### src/rtl/core/utf8_stream_decoder_core_macros.svh
// Assertion macros shared by the UTF-8 stream decoder RTL.
`ifndef UTF8_STREAM_DECODER_CORE_MACROS_SVH
`define UTF8_STREAM_DECODER_CORE_MACROS_SVH

`ifndef SYNTHESIS

// Same-cycle implication, sampled on clk, off while arst_n is low.
`define U8SD_ASSERT_IMP(lbl, ant, cons) \
	lbl: assert property (@(posedge clk) disable iff (!arst_n) (ant) |-> (cons)) \
		else $error("u8sd assertion failed");

// Next-cycle implication, sampled on clk, off while arst_n is low.
`define U8SD_ASSERT_NXT(lbl, ant, cons) \
	lbl: assert property (@(posedge clk) disable iff (!arst_n) (ant) |=> (cons)) \
		else $error("u8sd assertion failed");

`else

`define U8SD_ASSERT_IMP(lbl, ant, cons)
`define U8SD_ASSERT_NXT(lbl, ant, cons)

`endif

`endif

### src/rtl/core/u8sd_pkg.sv
// Types and constants shared by the UTF-8 stream decoder modules.
`default_nettype none

package u8sd_pkg;

	localparam int ByteW     = 8;
	localparam int CpW       = 36;
	localparam int LenW      = 3;
	localparam int ContDataW = 6;

	// A code point of a multi-byte sequence below this limit is overlong.
	localparam logic [CpW-1:0] AsciiLimit = CpW'(128);
	// Value that replaces an overlong multi-byte code point.
	localparam logic [CpW-1:0] OverlongCp = CpW'(8'h20);

	// Byte class tags: bit 7 clear is a one-byte sequence, 10xxxxxx is a continuation.
	localparam logic [1:0] ContTag = 2'b10;

	// Classification of one raw byte.
	typedef struct packed {
		logic                 is_ascii;
		logic                 is_cont;
		logic [LenW-1:0]      seq_len;
		logic [ContDataW-1:0] lead_data;
	} lead_info_t;

endpackage

`default_nettype wire

### src/rtl/core/utf8_stream_decoder_core.sv
// Top level of the byte-serial UTF-8 stream decoder.
//
// Usage: raw bytes enter on the in_* channel, one per beat; decoded code points
// leave on the out_* channel. A beat moves when valid is high and stall is low.
// A one-byte sequence gives a result for its own beat. A multi-byte sequence
// gives one result with the beat of its last continuation byte; the lead and
// middle bytes give none. A malformed byte gives an error result (code point 0,
// length 0) and is dropped; decoding restarts with the next byte.
// A result is registered: it appears on out_* in the cycle after the input beat
// that completes it. Throughput: one byte per cycle unless the receiver stalls
// on a held result, set by the state register (counters and 36-bit accumulator).
// Reset clears the sequence state and empties the result register.
// While the receiver stalls with a result waiting, in_stall is raised and the
// held result stays unchanged; when the result is taken, a new byte can be
// accepted in the same cycle.
`default_nettype none

`include "utf8_stream_decoder_core_macros.svh"

module utf8_stream_decoder_core (
	input  wire logic                       clk,
	input  wire logic                       arst_n,
	input  wire logic                       in_valid,
	output logic                            in_stall,
	input  wire logic [u8sd_pkg::ByteW-1:0] in_byte,
	output logic                            out_valid,
	input  wire logic                       out_stall,
	output logic [u8sd_pkg::CpW-1:0]        code_point,
	output logic [u8sd_pkg::LenW-1:0]       seq_length,
	output logic                            decode_error
);
	import u8sd_pkg::*;

	lead_info_t     info;
	logic           in_accept;

	logic [LenW-1:0] bytes_left_q;
	logic [LenW-1:0] total_bytes_q;
	logic [CpW-1:0]  acc_q;

	logic [LenW-1:0] bytes_left_d;
	logic [LenW-1:0] total_bytes_d;
	logic [CpW-1:0]  acc_d;
	logic [CpW-1:0]  acc_shift;

	logic            emit;
	logic [CpW-1:0]  cp_d;
	logic [LenW-1:0] len_d;
	logic            err_d;

	logic            out_valid_q;
	logic [CpW-1:0]  code_point_q;
	logic [LenW-1:0] seq_length_q;
	logic            decode_error_q;

	u8sd_lead_dec u_lead_dec (
		.byte_in (in_byte),
		.info    (info)
	);

	// Accept whenever the result register is empty or being emptied.
	assign in_stall  = out_valid_q & out_stall;
	assign in_accept = in_valid & ~in_stall;

	assign acc_shift = {acc_q[CpW-ContDataW-1:0], in_byte[ContDataW-1:0]};

	// Next sequence state and the result caused by the current byte.
	always_comb begin
		bytes_left_d  = bytes_left_q;
		total_bytes_d = total_bytes_q;
		acc_d         = acc_q;
		emit          = 1'b0;
		cp_d          = '0;
		len_d         = '0;
		err_d         = 1'b0;
		if (bytes_left_q == '0) begin
			if (info.is_ascii) begin
				emit  = 1'b1;
				cp_d  = CpW'(in_byte);
				len_d = LenW'(1);
			end else if (info.is_cont) begin
				emit  = 1'b1;
				err_d = 1'b1;
			end else begin
				acc_d         = CpW'(info.lead_data);
				total_bytes_d = info.seq_len;
				bytes_left_d  = info.seq_len - LenW'(1);
			end
		end else if (!info.is_cont) begin
			bytes_left_d  = '0;
			total_bytes_d = '0;
			acc_d         = '0;
			emit          = 1'b1;
			err_d         = 1'b1;
		end else begin
			bytes_left_d = bytes_left_q - LenW'(1);
			if (bytes_left_d == '0) begin
				emit          = 1'b1;
				cp_d          = (acc_shift < AsciiLimit) ? OverlongCp : acc_shift;
				len_d         = total_bytes_q;
				total_bytes_d = '0;
				acc_d         = '0;
			end else begin
				acc_d = acc_shift;
			end
		end
	end

	// Sequence state register.
	always_ff @(posedge clk or negedge arst_n) begin
		if (!arst_n) begin
			bytes_left_q  <= '0;
			total_bytes_q <= '0;
			acc_q         <= '0;
		end else if (in_accept) begin
			bytes_left_q  <= bytes_left_d;
			total_bytes_q <= total_bytes_d;
			acc_q         <= acc_d;
		end
	end

	// Result register valid flag.
	always_ff @(posedge clk or negedge arst_n) begin
		if (!arst_n) begin
			out_valid_q <= 1'b0;
		end else if (in_accept) begin
			out_valid_q <= emit;
		end else if (!out_stall) begin
			out_valid_q <= 1'b0;
		end
	end

	// Result register payload.
	always_ff @(posedge clk) begin
		if (in_accept && emit) begin
			code_point_q   <= cp_d;
			seq_length_q   <= len_d;
			decode_error_q <= err_d;
		end
	end

	assign out_valid    = out_valid_q;
	assign code_point   = code_point_q;
	assign seq_length   = seq_length_q;
	assign decode_error = decode_error_q;

	// Checks on the decoder's own logic.
	`U8SD_ASSERT_IMP(a_err_payload, out_valid && decode_error, code_point == '0 && seq_length == '0)
	`U8SD_ASSERT_IMP(a_multi_not_overlong, out_valid && !decode_error && seq_length > LenW'(1), code_point >= OverlongCp)
	`U8SD_ASSERT_IMP(a_left_below_total, bytes_left_q != '0, bytes_left_q < total_bytes_q)
	`U8SD_ASSERT_NXT(a_ascii_result, in_accept && bytes_left_q == '0 && !in_byte[ByteW-1], out_valid && seq_length == LenW'(1) && !decode_error)
	`U8SD_ASSERT_IMP(a_stall_needs_result, in_stall, out_valid)

endmodule

`default_nettype wire

### src/rtl/core/u8sd_lead_dec.sv
// Byte classifier: byte class, sequence length and data bits of a lead byte.
`default_nettype none

module u8sd_lead_dec (
	input  wire logic [u8sd_pkg::ByteW-1:0] byte_in,
	output u8sd_pkg::lead_info_t            info
);
	import u8sd_pkg::*;

	logic [LenW-1:0]      run_len;
	logic                 run;
	logic [LenW-1:0]      data_bits;
	logic [ContDataW-1:0] data_mask;

	// Count the run of ones from bit 6 down to bit 1; the length is one more.
	always_comb begin
		run_len = LenW'(1);
		run     = 1'b1;
		for (int i = ByteW - 2; i >= 1; i--) begin
			if (run && byte_in[i]) begin
				run_len = run_len + LenW'(1);
			end else begin
				run = 1'b0;
			end
		end
	end

	// The lead keeps 7 - length data bits below its marker.
	assign data_bits = LenW'(7) - run_len;
	assign data_mask = ContDataW'((7'd1 << data_bits) - 7'd1);

	assign info.is_ascii  = ~byte_in[ByteW-1];
	assign info.is_cont   = (byte_in[ByteW-1 -: 2] == ContTag);
	assign info.seq_len   = run_len;
	assign info.lead_data = byte_in[ContDataW-1:0] & data_mask;

endmodule

`default_nettype wire

### config.mk
export PLATFORM = sky130hd
export DESIGN_NAME = utf8_stream_decoder_core
export DESIGN_NICKNAME = d
export VERILOG_FILES = /design/src/rtl/core/u8sd_pkg.sv /design/src/rtl/core/utf8_stream_decoder_core.sv /design/src/rtl/core/u8sd_lead_dec.sv
export VERILOG_INCLUDE_DIRS = /design/src /design/src/rtl/core
export SDC_FILE = /design/constraint.sdc
export NUM_CORES = 1
export LEC_CHECK = 0
export ABC_AREA = 1
export BUFFER_PORTS_ARGS = -buffer_cell sky130_fd_sc_hd__buf_2
export CAP_MARGIN = 40
export CORE_MARGIN = 10
export CORE_UTILIZATION = 34
export DETAILED_ROUTE_END_ITERATION = 8
export HOLD_SLACK_MARGIN = 0.1
export PLACE_DENSITY = 0.53
export SLEW_MARGIN = 20
export SYNTH_ARGS = -nofsm -noshare
export SYNTH_HDL_FRONTEND = slang
export SYNTH_HIERARCHICAL = 1
export SYNTH_SLANG_ARGS = --single-unit
### constraint.sdc
create_clock -name clk -period 6.95 [get_ports clk]
set_input_delay 1.39 -clock clk [delete_from_list [all_inputs] [get_ports clk]]
set_output_delay 1.39 -clock clk [all_outputs]
set_load 0.01 [all_outputs]
==> impl_metrics.toml <==
[sta]
hold_violations = 0
setup_violations = 0
post-route-period-util_pct = 51.9
rsz0062_at_grt = "no"
fmax_ghz = 0.277
period_minus_slack_ns = 3.61
timing.final.ws_setup_ns = 3.34
slew_viol_final = 0
max_slew_margin_pct = 71.2
skew_ns = 0.00917
tns_ns = 0
tightest_slew_ns = 0.431

[power_and_ir_drop]
p_int_uw = 891
leakage_nw = 1.91
p_comb_share_pct = 31.4
ir_drop_uv = 165
p_switching_uw = 486
clkPwrFrac_pct = 24.0
p_sw_share_pct = 35.3
power_density_nw_per_um2 = 328
seq_power_share_pct = 44.6

[detailed_routing]
dr_total_vias = 2565
drc = 0
drtAntennaViolNets = 0
via_per_inst = 4.57
wl_um = 7980
wl_per_cell_um = 14.2
drtPass1Iterations = 5
drt_iter0_markers = 192

[clock_tree]
cts_hold_buffers = 0
htreeDepth = 3
cts_num_sinks = 77
cts_buffer_depth = 2
cts_buffers = 9
cts_root_buf = "clkbuf_8"
path_clk_slew_ns = 0.08
cts_tree = "built"
cts_setup_buffers = 0
cts_resized = 0
clk_latency_ns = 0.35

[global_routing]
grt_pass1_vias = 2656
antenna_found_initial = 0
grt_max_degree = 36
grt-ovfl-total = 0
grt_pass1_wl_um = 13200
grt_use_total_pct = 10.9

[placement]
hpwl_um = 5930
port_buffers = 53
gp_congestion = 0.875
pre_cts_ws_ns = 3.02
placed_area_um2 = 4010

[synthesis]
syn_area_um2 = 3610
yosys_warnings = 6
synth_async_sr_flop_share_pct = 48.1
seq_area_frac_synth_pct = 58.8
synth_nets = 383
syn_inst = 364
synth_edf_count = 40
syn_avg_cell_area_um2 = 9.93
synth_seq_cells = 77
synth.distinct_cells = 26
synth_ff_type = "edfxtp_1"

[critical_path]
crit_path_end_kind = "flop"
worstPathCellList = "buf_2 -> nand2_1 -> nor2_1 -> a21oi_1 -> ha_1 -> nand3_2 -> nand2_2 -> ha_1 -> nand3_1 -> nand2_1 -> nand2_1 -> nand2_1 -> nor2_1 -> inv_1 -> ha_1 -> inv_1 -> nand2_1 -> nand2_1 -> nor2_1 -> a21oi_1 -> a22oi_1"
slowest_delay_ns = 0.31
crit_fanout = 5
cp_common_cell = "nand2_1"
path_class = "input port to flop"
crit_path_top_delay_cell = "ha_1"
crit_required_ns = 7.17
critPathLaunchType = "input port"
crit_arrival_ns = 3.83

[finish]
ff_latch_area_um2 = 2130
fillers = 1033
stdcell_area_um2 = 4200
final_net_count = 439
drive_gt1_share_pct = 24.5
final_cell_mix = "inv_1, nor2_1, buf_2, nand2_1, edfxtp_1"
final_common_cell = "inv_1"
n_antenna_cell = 0
multi_input_comb_area_um2 = 1150
synthToLayoutAreaGrowth_pct = 16.1

[die]
dieArea_um2 = 15200
die_h_um = 123
num_io_pins = 54
start_util_pct = 35.0
rows = 37
die-width_um = 123
coreArea_um2 = 10300

[min_path]
hp-class = "flop to flop"

[flow_run]
cap_violations = 0

[status]
status = "finished, final reports clean"
## synth_stat cells (7+ instances only)
cell      number  share of area [%]
ha_1           7                2.4
dfrtp_1       37                 26
nand3_1        8                1.1
nor2_1        56                5.8
edfxtp_1      40                 33
nand2_2       10                1.7
a21oi_1       17                2.4
o21ai_0       11                1.5
o22ai_1       24                4.2
nand2_1       50                5.2
inv_1         61                6.3
## power by group through the flow
stage | sequential [mW] | combinational [mW] | clock, mW
after detailed placement | 0.626 | 0.439 | 0
after global placement | 0.625 | 0.425 | 0
after CTS | 0.616 | 0.442 | 0.337
final | 0.614 | 0.432 | 0.330
after global routing | 0.625 | 0.489 | 0.359
after floorplan | 0.654 | 0.286 | 0
## path summary, 6_finish.rpt
kind	start	endpoint	slack, ns	cells after the start
worst max-delay path	in_byte[4]	acc_q[2]	3.34	21
worst min-delay path	out_valid	out_valid	0.54	2
worst max register to register	bytes_left_q[0]	code_point[12]	4.84	8
worst min register to register	out_valid	out_valid	0.54	2
max in group asynchronous	arst_n	acc_q[4]	5.60	2
min in group asynchronous	arst_n	bytes_left_q[0]	0.91	1
## per-layer routing
layer | wire length [um] | global-route usage [%] | vias to the layer above | share of wire [%]
li1 | - | - | 1296 | -
met1 | 3520 | 12.9 | 1196 | 44
met3 | 449 | 2.92 | 14 | 5.6
met2 | 3860 | 18.6 | 59 | 48
met5 | 0 | 0 | - | 0
met4 | 150 | 3.93 | 0 | 1.9
## cell type report
cell class / count / share of cell area [%]
clock buffers: 9 / 2.95
well taps: 136 / 4.05
inverters: 67 / 6.11
clock inverters: 7 / 1.58
multi-input cells: 210 / 27.4
repair buffers: 55 / 7.27
flip-flops and latches: 77 / 50.7
## through the flow
| stage | util, % | power, mW | hold WS [ns] | instances |
|---|---|---|---|---|
| 2_1_floorplan | - | 0.940 | 0.495 | 364 |
| 3_3_place_gp | 38.4 | 1.05 | 0.513 | 543 |
| 3_5_place_dp | 38.8 | 1.06 | 0.530 | 545 |
| 4_1_cts | 40.7 | 1.39 | 0.548 | 561 |
| 5_1_grt | 40.7 | 1.47 | 0.583 | 561 |
| 6_report | 40.7 | 1.38 | 0.544 | 561 |
## kinds of logic after synthesis
logic type / share of synthesized area (%)
AOI/OAI and AO/OA: 10.2
xor gates and xnor gates: 0.242
adders and majority gates: 2.42
buffers and inverters: 9.59
DFF: 58.8
and+or+nand+nor: 18.7
## worst max-delay path: cells and delay by family
kind,cells,cell delay [ns]
AO/OA/AOI/OAI,3,0.42
AND/OR/NAND/NOR,12,0.96
adder cells (fa/ha/maj),3,0.77
buffers and inverters,3,0.28
## sequential cells by signal, indices dropped and copies added, names as in the netlist
| signal | flops |
|---|---|
| seq_length | 3 |
| code_point | 36 |
| bytes_left_q | 3 |
| out_valid | 1 |
| acc_q | 30 |
| decode_error | 1 |
| total_bytes_q | 3 |
No activity file was read; power rests on OpenSTA's default activity.
